===== config.mk =====
export PLATFORM = sky130hd
export DESIGN_NAME = csra_exec
export DESIGN_NICKNAME = d
export VERILOG_FILES = /design/src/hw/rtl/csra_pkg.sv /design/src/hw/rtl/csra_exec.sv
export SDC_FILE = /design/constraint.sdc
export NUM_CORES = 1
export LEC_CHECK = 0
export BUFFER_PORTS_ARGS = -buffer_cell sky130_fd_sc_hd__buf_2
export CAP_MARGIN = 10
export CORE_MARGIN = 2
export CORE_UTILIZATION = 45
export DETAILED_ROUTE_END_ITERATION = 16
export PLACE_DENSITY = 0.69
export SETUP_SLACK_MARGIN = 0.02
export SYNTH_ARGS = -nofsm -noshare
export SYNTH_HDL_FRONTEND = slang
export SYNTH_SLANG_ARGS = --single-unit

===== constraint.sdc =====
create_clock -name clk -period 4.5 [get_ports clk]
set_input_delay 0.45 -clock clk [delete_from_list [all_inputs] [get_ports clk]]
set_output_delay 0.45 -clock clk [all_outputs]
set_load 0.03 [all_outputs]

===== src/hw/rtl/csra_pkg.sv =====
// Shared types and constants for the counting-sort placement block.
// Depends on nothing; every other file but csra_cursor_ram imports it.
package csra_pkg;

  localparam int unsigned MAX_GROUPS = 1024;
  localparam int unsigned ROW_BITS   = 20;

  localparam int unsigned CMD_W  = 2;
  localparam int unsigned SIZE_W = 20;
  localparam int unsigned ID_W   = 10;
  localparam int unsigned POS_W  = 20;

  localparam int unsigned GRP_IDX_W = (MAX_GROUPS > 1) ? $clog2(MAX_GROUPS) : 1;
  localparam int unsigned GL_W      = $clog2(MAX_GROUPS + 1);
  localparam int unsigned TOT_W     = ROW_BITS + 1;
  localparam int unsigned SUM_W     = ((ROW_BITS > SIZE_W) ? ROW_BITS : SIZE_W) + 2;
  localparam int unsigned ID_CMP_W  = (GL_W > ID_W) ? GL_W : ID_W;

  localparam logic [SUM_W-1:0] ROW_MAX = SUM_W'((64'd1 << ROW_BITS) - 64'd1);

  typedef enum logic [CMD_W-1:0] {
    CMD_CLEAR = 2'd0,
    CMD_LOAD  = 2'd1,
    CMD_PLACE = 2'd2
  } cmd_t;

  typedef enum logic [1:0] {
    ERR_OK     = 2'd0,
    ERR_BAD_ID = 2'd1,
    ERR_FULL   = 2'd2,
    ERR_OVF    = 2'd3
  } err_t;

  // One accepted word held in the execute stage.
  typedef struct packed {
    logic [CMD_W-1:0]     cmd;
    logic [SIZE_W-1:0]    size;
    logic [ID_W-1:0]      gid;
    logic [GRP_IDX_W-1:0] idx;
  } item_t;

  // Cursor write-back request.
  typedef struct packed {
    logic                 en;
    logic [GRP_IDX_W-1:0] addr;
    logic [ROW_BITS-1:0]  data;
  } wr_req_t;

  typedef struct packed {
    logic [POS_W-1:0] position;
    logic             sorted;
    err_t             error;
  } result_t;

endpackage


===== src/hw/rtl/csra_exec.sv =====
// Execute stage: batch counters, command decode, cursor update and error checks.
// Depends on csra_pkg.
module csra_exec (
  input  logic                          clk,
  input  logic                          rst_n,
  input  logic                          adv,
  input  csra_pkg::item_t               item,
  input  logic [csra_pkg::ROW_BITS-1:0] cursor,
  output csra_pkg::wr_req_t             wr,
  output csra_pkg::result_t             res
);
  import csra_pkg::*;

  logic [GL_W-1:0]     gl_r, gl_nxt;
  logic [TOT_W-1:0]    total_r, total_nxt;
  logic [ROW_BITS-1:0] rows_r, rows_nxt;
  logic                flag_r, flag_nxt;

  logic [SUM_W-1:0]    sum;
  logic [ROW_BITS-1:0] pos;
  logic [ROW_BITS-1:0] row;
  logic                full;
  logic                ovf;
  logic                bad_id;
  logic                wr_en;

  assign sum    = SUM_W'(total_r) + SUM_W'(item.size);
  assign full   = (gl_r >= GL_W'(MAX_GROUPS));
  assign ovf    = (sum > ROW_MAX);
  assign bad_id = (item.gid == '0) || (ID_CMP_W'(item.gid) > ID_CMP_W'(gl_r));
  assign pos    = cursor + ROW_BITS'(1);
  assign row    = rows_r + ROW_BITS'(1);

  always_comb begin
    gl_nxt       = gl_r;
    total_nxt    = total_r;
    rows_nxt     = rows_r;
    flag_nxt     = flag_r;
    wr_en        = 1'b0;
    wr.addr      = item.idx;
    wr.data      = pos;
    res.position = '0;
    res.error    = ERR_OK;
    unique case (item.cmd)
      CMD_CLEAR: begin
        gl_nxt    = '0;
        total_nxt = '0;
        rows_nxt  = '0;
        flag_nxt  = 1'b1;
      end
      CMD_LOAD: begin
        if (full) begin
          res.error = ERR_FULL;
        end else if (ovf) begin
          res.error = ERR_OVF;
        end else begin
          wr_en        = 1'b1;
          wr.addr      = gl_r[GRP_IDX_W-1:0];
          wr.data      = ROW_BITS'(total_r);
          gl_nxt       = gl_r + GL_W'(1);
          total_nxt    = TOT_W'(sum);
          res.position = POS_W'(total_r);
        end
      end
      CMD_PLACE: begin
        if (bad_id) begin
          res.error = ERR_BAD_ID;
        end else begin
          wr_en        = 1'b1;
          rows_nxt     = row;
          flag_nxt     = flag_r & (pos == row);
          res.position = POS_W'(pos);
        end
      end
      default: begin
      end
    endcase
    res.sorted = flag_nxt;
    wr.en      = wr_en & adv;
  end

  always_ff @(posedge clk) begin
    if (!rst_n) begin
      gl_r    <= '0;
      total_r <= '0;
      rows_r  <= '0;
      flag_r  <= 1'b1;
    end else if (adv) begin
      gl_r    <= gl_nxt;
      total_r <= total_nxt;
      rows_r  <= rows_nxt;
      flag_r  <= flag_nxt;
    end
  end

`ifndef ASSERT_OFF
  a_gl_bound: assert property (@(posedge clk) disable iff (!rst_n)
    gl_r <= GL_W'(MAX_GROUPS))
    else $error("group count exceeds table size");

  a_total_bound: assert property (@(posedge clk) disable iff (!rst_n)
    SUM_W'(total_r) <= ROW_MAX)
    else $error("running total exceeds row range");

  a_flag_sticky: assert property (@(posedge clk) disable iff (!rst_n)
    (!flag_r && !(adv && item.cmd == CMD_CLEAR)) |=> !flag_r)
    else $error("in-order flag set again without a clear");
`endif

endmodule


* Yosys cells after proc, flatten, opt, wreduce, memory -nomap -nowiden *
Index checks and enable logic that the tools add are counted.

cells by class
  $add $sub $neg = 4
  $lt $le $gt $ge = 3
  eq/ne operators = 6
  multiplexer cells = 25
  bitwise operators = 2
  reductions and logical operators = 7

operator list
  cell                     number
  $mux W30                 3
  $mux W20                 4
  $pmux W20 S2             2
  $mux W21                 2
  $pmux W21 S2             1
  $add A20 B1 Y20 const B  2
  $add A21 B20 Y22         1
  $gt A22 B20 Y1 const B   1
  $mux W11                 2
  $pmux W11 S2             1
  $eq A20 B20 Y1           1
  $add A11 B1 Y11 const B  1
  $ge A11 B11 Y1 const B   1
  $gt A10 B11 Y1           1
  $logic_not A10 Y1        1
  $ne A2 B2 Y1 const B     3
  $mux W1                  5
  $mux W2                  2
  $pmux W1 S2              2
  $pmux W2 S2              1
  $reduce_and A4 Y1        1
  $reduce_bool A2 Y1       2
  $reduce_and A3 Y1        1
  $and A1 B1 Y1            2
  other kinds (4)          4

storage, ports and cells
  register bits after elaboration = 53
  input bits = 65
  output and inout port bits = 54
  word-level logic and storage cells = 51

* Logic depth before layout (Yosys ltp) *
Gate-level depths: netlist of run 1.

  depth after elaboration = 6
  depth in mapped cells = 12

* Worst setup path after synthesis of run 1 *
OpenSTA, ideal clock, no wires.

  kind = input to output
  start point = in item[20] (netlist bit)
  end point = out wr[30] (netlist bit)
  arrival time = 3.504 ns
  slack = 0.546 ns
  stages = 11
  path buffers = 1
  cells stage by stage = ha_1 fa_1 a21o_1 a21oi_1 o21ai_1 a41oi_4 o31ai_2 mux2i_1 nand3_1 buf_2 a211oi_1

RTL lines
  what             line            source
  start, declared  csra_exec.sv:7  input csra_pkg::item_t item,
  end, declared    csra_exec.sv:9  output csra_pkg::wr_req_t wr,

==> results.json, run 1 <==
{
  "status": "completed",
  "clock-sinks": 53,
  "ys_types": 72,
  "place.gp.congestion": 0.9426,
  "antenna_found_initial": 0,
  "setup_violations": 0,
  "detail_route.wl_per_cell_um": 17.56,
  "async_reset_ff_share_pct": 0,
  "relSlewSlack_pct": 17.73,
  "ys_seq_elements": 53,
  "totalWireLength_mm": 17.02,
  "finalCritPeriodShare_pct": 89.67,
  "cts-htree-levels": 2,
  "grt_max_degree": 38,
  "core_um2": 12010,
  "fin_ws_ns": 0.4650,
  "diodes": 0,
  "drive_above_1_share_pct": 18.49,
  "rows": 40,
  "reg2reg_from": "total_r[0]",
  "synthCells": 728,
  "io_buffers": 118,
  "start_util_pct": 45.94,
  "antenna_left": 0,
  "ctsHoldBuffers": 0,
  "yosys_warnings": 0,
  "die_w_um": 114.7,
  "grt_pass1_wl_mm": 26.83,
  "final_nets": 925,
  "vias": 5929,
  "register_area_um2": 1061,
  "worst_pin_slew_ns": 1.234,
  "syn_to_final_growth_pct": 14.74,
  "r2r_cells": 10,
  "syn_nets": 831,
  "critPathCaptureType": "primary output",
  "post_cts_resized": 0,
  "cts_buffers": 5,
  "cts_tree": "done",
  "io_pins": 119,
  "tns_ns": 0,
  "clkTransAtPathRegs_ns": 0.07,
  "fmax_ghz": 0.2478,
  "grt_pass1_vias": 5452,
  "die_y_um": 114.7,
  "critPathLaunch": "total_r[1]",
  "pre_cts_slack_ns": 0.5699,
  "grt_usage_pct": 25.32,
  "ir_worst_vdd_mv": 0.1416,
  "hpwl_mm": 13.13,
  "cts.path.max_buffers": 2,
  "min_period_ns": 4.035,
  "hold_class": "reg2reg",
  "arrival_ns": 3.59,
  "drt_iter0_markers": 392,
  "hold_viol_final": 0,
  "p_leak_nw": 2.678,
  "holdPathStages": 2,
  "use_met2_pct": 40.55,
  "path_class": "reg2out",
  "slew_violations": 0,
  "syn-cell-area_um2": 5518,
  "grt-ovfl-total": 0,
  "worstPathMaxFanout": 33,
  "grtUsageMet1_pct": 35.21,
  "utilization_pct": 52.71,
  "synth.avg_cell_area_um2": 7.579,
  "yosysSeqAreaShare_pct": 19.23,
  "use_met3_pct": 3.585,
  "crit_path_start_kind": "flop",
  "drc": 0,
  "via_per_inst": 6.119,
  "p_per_area_nw_per_um2": 204.2,
  "fillCellCount": 1190,
  "fin_skew_ns": 0.008065,
  "maxCapViolCount": 0,
  "clockRootBuffer": "clkbuf_16",
  "ys.flop_type": "dfxtp_1",
  "dieArea_um2": 13160,
  "grt.busiest_layer": "met2",
  "multiInputGateArea_um2": 4146,
  "cts_setup_buffers": 0,
  "firstDrtPassIters": 5,
  "clkLatencyLatePin_ns": 0.30,
  "required_ns": 4.05,
  "hold_start": "total_r[20]",
  "rsz0062_at_grt": "false",
  "synth_edf_count": 0
}
==> report_power, final <==
group / switching [mW] / leakage (nW) / internal [mW]
Combinational: 0.257 / 2.18 / 0.144
Clock: 0.183 / 0.0700 / 0.220
Sequential: 0.0110 / 0.428 / 0.477
==> stage by stage <==
stage	hold WS (ns)	cell area, um2	instances	total power [mW]
2_1_floorplan	0.4476	5518	728	0.7738
3_3_place_gp	0.4640	6188	962	0.8872
3_5_place_dp	0.4761	6188	962	0.8944
4_1_cts	0.4862	6331	969	1.290
5_1_grt	0.5226	6331	969	1.346
6_report	0.4826	6331	969	1.293
==> placed cells by master, fill, tap and decap left out, drive strengths merged, types with 11 or more instances in the layout <==
cell,n
a21o,14
a21oi,42
a31oi,19
buf,127
dfxtp,53
ha,37
inv,37
mux2,30
mux2i,29
nand2,93
nand3,51
nand4,16
nor2,31
nor3,17
nor4,11
o21ai,43
or3,11
xnor2,35
xor2,16
==> cell usage after synthesis (all sizes together), types with 3 or more instances <==
master,instances,share of area (%)
a211o,4,0.63
a211oi,7,0.95
a21o,14,1.9
a21oi,42,3.9
a22o,4,0.63
a31oi,19,2.3
a41oi,4,0.98
and2,3,0.34
and3,10,1.1
and4,3,0.48
buf,10,1.2
clkbuf,30,2.0
dfxtp,53,19
ha,37,8.4
inv,37,2.5
mux2,30,6.2
mux2i,29,5.3
nand2,93,6.3
nand3,51,4.6
nand4,16,1.9
nor2,31,2.1
nor2b,6,0.68
nor3,17,1.5
nor4,11,1.5
o211ai,7,0.95
o21a,6,0.82
o21ai,43,3.9
o21bai,4,0.54
o22ai,3,0.34
o31a,3,0.48
o31ai,7,1.3
o32ai,4,0.63
or3,11,1.2
or4,3,0.41
xnor2,35,5.6
xor2,16,2.5
==> registers in the layout (all words and copies together) (netlist names) <==
signal and cells:
gl_r 11, flag_r 1, rows_r 20, total_r 21
==> critical path, cell delays in order, from the launching register on <==
cell      delay [ns]
dfxtp_1         0.43
ha_1            0.27
a21o_1          0.16
a21o_1          0.23
a41o_1          0.25
a31oi_2         0.30
a2111o_1        0.35
a21o_1          0.15
buf_4           0.20
nand3_2         0.10
buf_4           0.27
mux2_1          0.38
buf_2           0.19
==> path summary, 6_finish.rpt <==
path / to / slack, ns
worst min register to register: total_r[20] / 0.48
worst max-delay path: wr[12] / 0.46
worst min-delay path: total_r[20] / 0.48
worst max register to register: gl_r[10] / 0.81
==> per-layer routing <==
metal  vias up  part of all wire [%]
li1       2869                     -
met2       230                    46
met1      2798                    45
met4         0                   2.5
met5         -                     0
met3        32                   6.8
==> layout make-up <==
type,count,share of cell area (%)
Multi-Input combinational cell,598,65.49
Sequential cell,53,16.76
Timing Repair Buffer,127,10.40
Tap cell,147,2.905
Clock buffer,7,2.253
Inverter,37,2.194
==> logic make-up after synthesis <==
| group | share of synthesized area, % |
|---|---|
| muxes | 11.45 |
| xor gates and xnor gates | 8.503 |
| DFF | 19.23 |
| adders and majority gates | 8.753 |
| buffers and inverters | 5.805 |
| AOI/OAI and AO/OA | 22.81 |
| and+or+nand+nor | 23.45 |
Power figures use the tool's default switching activity.
==> run 2, diff against run 1 <==
Settings changed: ABC_AREA from default to 1, PLACE_DENSITY 0.69 to 0.68.
==> results.json, run 2 <==
{
  "status": "completed",
  "ys.flop_type": "dfxtp_1",
  "drive_above_1_share_pct": 13.93,
  "required_ns": 4.05,
  "hpwl_mm": 15.30,
  "reg2reg_from": "total_r[0]",
  "ys_top_cells_by_area": "nand2_1, dfxtp_1, nor2_1, nand3_1, ha_1",
  "r2r_cells": 14,
  "worst_pin_slew_ns": 0.7748,
  "ys_seq_elements": 53,
  "finalInstanceArea_um2": 6709,
  "synth.avg_cell_area_um2": 5.514,
  "synth_xor_area_share_pct": 2.241,
  "crit_slowest_cell": "inv_1",
  "grt_pass1_wl_mm": 30.77,
  "layout_commonest_cell": "nand2_1",
  "use_met3_pct": 4.585,
  "grt_pass1_vias": 6097,
  "diodes": 0,
  "yosys.area_share.simple_pct": 46.32,
  "grt.busiest_layer": "met2",
  "arrival_ns": 3.72,
  "dieArea_um2": 13960,
  "slowest_delay_ns": 0.58,
  "die_y_um": 118.1,
  "syn_nets": 1166,
  "top_regs": "total_r (21), rows_r (20), gl_r (11)",
  "totalWireLength_mm": 19.42,
  "critPathCaptureType": "primary output",
  "vias": 7125,
  "synth_top_family_by_area": "simple AND/OR/NAND/NOR gates",
  "cts.path.max_buffers": 2,
  "p_per_area_nw_per_um2": 225.9,
  "synthCells": 1063,
  "maxCapViolCount": 0,
  "synth_adder_area_share_pct": 8.239,
  "synth_top_cell_by_area": "nand2_1",
  "synth_common_cells": "nand2_1, nor2_1, inv_1, nand3_1, a21oi_1",
  "path_class": "reg2out",
  "relSlewSlack_pct": 48.29,
  "async_reset_ff_share_pct": 0,
  "ir_worst_vdd_mv": 0.1512,
  "via_per_inst": 5.337,
  "r2r_end": "total_r[11]",
  "fin_skew_ns": 0.004799,
  "start_util_pct": 46.26,
  "syn-cell-area_um2": 5862,
  "largest_register_ffs": 21,
  "rrSetupSlack_ns": 1.38,
  "place.gp.congestion": 0.9670,
  "antenna_left": 0,
  "cts_buffers": 5,
  "yosys_warnings": 0,
  "drt_iter0_markers": 615,
  "tns_ns": 0,
  "min_period_ns": 4.166,
  "utilization_pct": 52.95,
  "p_leak_nw": 3.323,
  "die_w_um": 118.1,
  "grt_usage_pct": 27.13,
  "antenna_found_initial": 0,
  "cts-htree-levels": 2,
  "cts_setup_buffers": 0,
  "rows": 41,
  "io_pins": 119,
  "synthMuxAreaShare_pct": 0,
  "holdPathStages": 3,
  "final_cell_mix": "nand2_1, nor2_1, buf_2",
  "path_cells": "ha_1, fa_1, nand3_1, nand2_1, nand4_1, nand3_2, xor2_1, inv_1, nand2_2, inv_2, nand2_2, inv_1, o21ai_0, buf_2",
  "ys_types": 38,
  "synth_compound_area_share_pct": 15.11,
  "clockRootBuffer": "clkbuf_16",
  "finalCritPeriodShare_pct": 92.57,
  "grt_max_degree": 34,
  "clock-sinks": 53,
  "hold_start": "adv",
  "rsz0062_at_grt": "false",
  "setup_violations": 0,
  "yosysSeqAreaShare_pct": 18.10,
  "grtUsageMet1_pct": 38.94,
  "detail_route.wl_per_cell_um": 14.55,
  "hold_path_end": "flag_r",
  "post_cts_resized": 0,
  "hold_viol_final": 0,
  "grt-ovfl-total": 0,
  "drc": 0,
  "cts_tree": "done",
  "top_register": "total_r",
  "clkTransAtPathRegs_ns": 0.07,
  "syn_to_final_growth_pct": 14.45,
  "worstPathMaxFanout": 23,
  "synth.top_cell.area_share_pct": 22.41,
  "ctsHoldBuffers": 0,
  "synth.most_common_cell": "nand2_1",
  "firstDrtPassIters": 6,
  "crit_path_start_kind": "flop",
  "hold_class": "in2reg",
  "placed_cell_area_um2": 6536,
  "synth_edf_count": 0,
  "slew_violations": 0,
  "use_met2_pct": 41.40,
  "core_um2": 12670,
  "io_buffers": 118,
  "fmax_ghz": 0.2400,
  "final_nets": 1265,
  "clkLatencyLatePin_ns": 0.31
}
run 2: changes by cell type in the layout (fill, tap and decap cells not counted), moves of 13 or more:
cell / delta
inv_1: +66
a21oi_1: +41
nor2_1: +116
nand2_1: +257
mux2i_1: -29
xnor2_1: -29
nor3_1: -13
a31oi_1: -15
o21ai_0: +19
nand3_1: +50
mux2_1: -26
run 2: worst max-delay path by stage:
stage                     cells after the start  endpoint       start  slack (ns)
after detailed placement                     15     wr[8]    item[20]        0.51
after global routing                         15     wr[2]  total_r[0]        0.02
final                                        14     wr[8]  total_r[0]        0.33
after CTS                                    14     wr[8]  total_r[0]        0.38
after floorplan                              13    wr[29]    item[20]        1.29
after global placement                       15     wr[8]    item[20]        0.56
run 2: layout make-up:
type,instances,area (um2)
well taps,172,215.2
clock inverters,1,30.03
multi-input cells,870,4219
inverters,108,405.4
fillers,1400,5962
flip-flops and latches,53,1061
repair buffers,124,635.6
clock buffers,7,142.6
run 2: worst max-delay path, delay by kind of cell, from the launching register on:
kind / cells / cell delay (ns)
AND/OR/NAND/NOR: 6 / 0.79
flip-flops: 1 / 0.35
AO/OA/AOI/OAI: 1 / 0.29
XOR/XNOR: 1 / 0.14
buffers and inverters: 4 / 1.15
adder cells (fa/ha/maj): 2 / 0.67
run 2: through the flow:
step | instances | hold slack (ns) | worst slack (ns) | power, mW
finish | 1335 | 0.4197 | 0.3342 | 1.515
global route | 1335 | 0.4399 | 0.02063 | 1.603
CTS | 1335 | 0.4066 | 0.3803 | 1.518
detailed placement | 1327 | 0.4551 | 0.5082 | 1.050
global placement | 1327 | 0.4575 | 0.5556 | 1.047
floorplan | 1063 | 0.4377 | 1.290 | 0.8913
run 2: layer usage:
metal	share of wire, %	routed length, um
met1	48	9251
met2	43	8323
met3	7.6	1469
met4	1.9	377
met5	0	0
run 2: kinds of logic after synthesis:
logic type,count (synthesis)
buf+inv,140
fa+ha+maj,38
flops,53
simple gates,650
xor+xnor,15
compound gates,167
run 2: power by group:
part / internal, mW / switching [mW] / leakage (nW)
clock network: 0.279 / 0.189 / 0.0841
logic: 0.168 / 0.368 / 2.81
registers: 0.489 / 0.0234 / 0.432
==> run 3, diff against run 2 <==
Settings changed: CORE_UTILIZATION 45 to 57, PLACE_DENSITY 0.68 to 0.83, TNS_END_PERCENT from default to 30.
==> results.json, run 3 (synthesized netlist as in run 2, its figures left out) <==
{
  "ir_worst_vdd_mv": 0.1254,
  "cts_buffers": 5,
  "tns_ns": 0,
  "drive_above_1_share_pct": 13.86,
  "placed_cell_area_um2": 6484,
  "relSlewSlack_pct": 51.32,
  "hpwl_mm": 14.97,
  "fillCellCount": 1014,
  "critPathCaptureType": "primary output",
  "via_per_inst": 5.654,
  "r2r_end": "total_r[17]",
  "arrival_ns": 3.62,
  "post_cts_resized": 0,
  "worstPathMaxFanout": 23,
  "diodes": 0,
  "drc": 0,
  "slowest_delay_ns": 0.56,
  "top_regs": "total_r (21), rows_r (20), gl_r (11)",
  "rsz0062_at_grt": "false",
  "antenna_left": 0,
  "min_period_ns": 4.074,
  "path_cells": "ha_1, fa_1, nand3_1, nand2_1, nand4_1, nand3_2, xor2_1, inv_1, nand2_2, inv_2, nand2_2, inv_1, nand2_1, o21ai_0, buf_2",
  "power.net_switching_mw": 0.5614,
  "finalInstanceArea_um2": 6600,
  "required_ns": 4.05,
  "place.gp.congestion": 1.058,
  "cts_tree": "done",
  "crit_path_start_kind": "flop",
  "worst_pin_slew_ns": 0.7294,
  "hold_start": "adv",
  "path_class": "reg2out",
  "r2r_cells": 14,
  "p_per_area_nw_per_um2": 212.0,
  "slew_violations": 0,
  "grt_max_degree": 34,
  "rrSetupSlack_ns": 1.42,
  "rows": 37,
  "cts_setup_buffers": 0,
  "grt_pass1_wl_mm": 30.57,
  "pwr-share-comb_pct": 38.3,
  "finalCritPeriodShare_pct": 90.54,
  "final_cell_mix": "nand2_1, nor2_1, buf_2",
  "p_leak_nw": 3.293,
  "holdPathStages": 3,
  "hold_path_end": "flag_r",
  "p_seq_share_pct": 36.7,
  "hold_class": "in2reg",
  "largest_register_ffs": 21,
  "firstDrtPassIters": 6,
  "start_util_pct": 57.82,
  "maxCapViolCount": 0,
  "crit_buf_inv": 4,
  "io_buffers": 118,
  "ctsHoldBuffers": 0,
  "crit_family": "buffers and inverters",
  "clkLatencyLatePin_ns": 0.32,
  "cts.path.max_buffers": 2,
  "setup_violations": 0,
  "clockPowerShare_pct": 25.0,
  "antenna_found_initial": 0,
  "io_pins": 119,
  "p_int_mw": 0.8381,
  "clkTransAtPathRegs_ns": 0.10,
  "dieArea_um2": 11110,
  "core_um2": 10140,
  "grt_usage_pct": 33.83,
  "vias": 7339,
  "status": "completed",
  "reg2reg_from": "total_r[0]",
  "final_nets": 1264,
  "die_y_um": 105.4,
  "syn_to_final_growth_pct": 12.59,
  "totalWireLength_mm": 19.08,
  "p_sw_share_pct": 40.11,
  "fin_skew_ns": 0.005347,
  "grt-ovfl-total": 0,
  "layout_commonest_cell": "nand2_1",
  "crit_slowest_cell": "inv_1",
  "clock-sinks": 53,
  "clockRootBuffer": "clkbuf_8",
  "die_w_um": 105.4,
  "detail_route.wl_per_cell_um": 14.70,
  "grt_pass1_vias": 6345,
  "top_register": "total_r",
  "drt_iter0_markers": 736,
  "fmax_ghz": 0.2454,
  "hold_viol_final": 0,
  "cts-htree-levels": 2
}
==> run 3: cell types whose count changed in the layout (fill, tap and decap cells not counted) <==
| cell | before | now |
|---|---|---|
| clkbuf_16 | 5 | 0 |
| clkbuf_8 | 1 | 6 |
| buf_4 | 6 | 5 |
==> run 3: per-stage QoR <==
stage	power (mW)	setup WS, ns	utilization, %	hold WS [ns]	instances
after global routing	1.479	0.1085	65.10	0.4402	1298
final	1.400	0.4257	65.10	0.4114	1298
after floorplan	0.8913	1.290	-	0.4377	1063
after global placement	1.040	0.7322	63.95	0.4514	1290
after CTS	1.391	0.5085	65.10	0.4071	1298
after detailed placement	1.045	0.6608	63.95	0.4568	1290
==> run 3: routing by layer <==
layer | global-route usage [%] | wire length, um
met1 | 46.91 | 8151
met2 | 52.49 | 8198
met3 | 6.122 | 2121
met4 | 12.00 | 611
met5 | 0 | 0
==> run 3: worst max-delay path by stage <==
stage	from	cells after the start	end
2_1_floorplan	item[20]	13	wr[29]
3_3_place_gp	item[20]	16	wr[2]
3_5_place_dp	item[20]	16	wr[2]
4_1_cts	total_r[0]	15	wr[2]
5_1_grt	total_r[0]	15	wr[2]
6_report	total_r[0]	15	wr[2]
==> run 3: layout make-up <==
cell class	instances	area (um2)	share of cell area [%]
Sequential cell	53	1061	16.08
Inverter	108	405.4	6.142
Clock inverter	1	30.03	0.4550
Tap cell	136	170.2	2.578
Multi-Input combinational cell	870	4219	63.92
Timing Repair Buffer	123	628.1	9.517
Clock buffer	7	86.33	1.308
==> run 3: worst register-to-register path: cells and delay by family (launching register included) <==
kind          cells  cell delay [ns]
simple gates      9             1.34
fa+ha+maj         2             0.67
buf+inv           2             0.50
flops             1             0.36
xor+xnor          1             0.15
==> run 3: power by group through the flow <==
stage / combinational, mW / clock, mW / sequential (mW)
detailed placement: 0.522 / 0 / 0.523
global route: 0.593 / 0.370 / 0.516
finish: 0.535 / 0.351 / 0.513
CTS: 0.525 / 0.353 / 0.512
floorplan: 0.378 / 0 / 0.513
global placement: 0.517 / 0 / 0.523
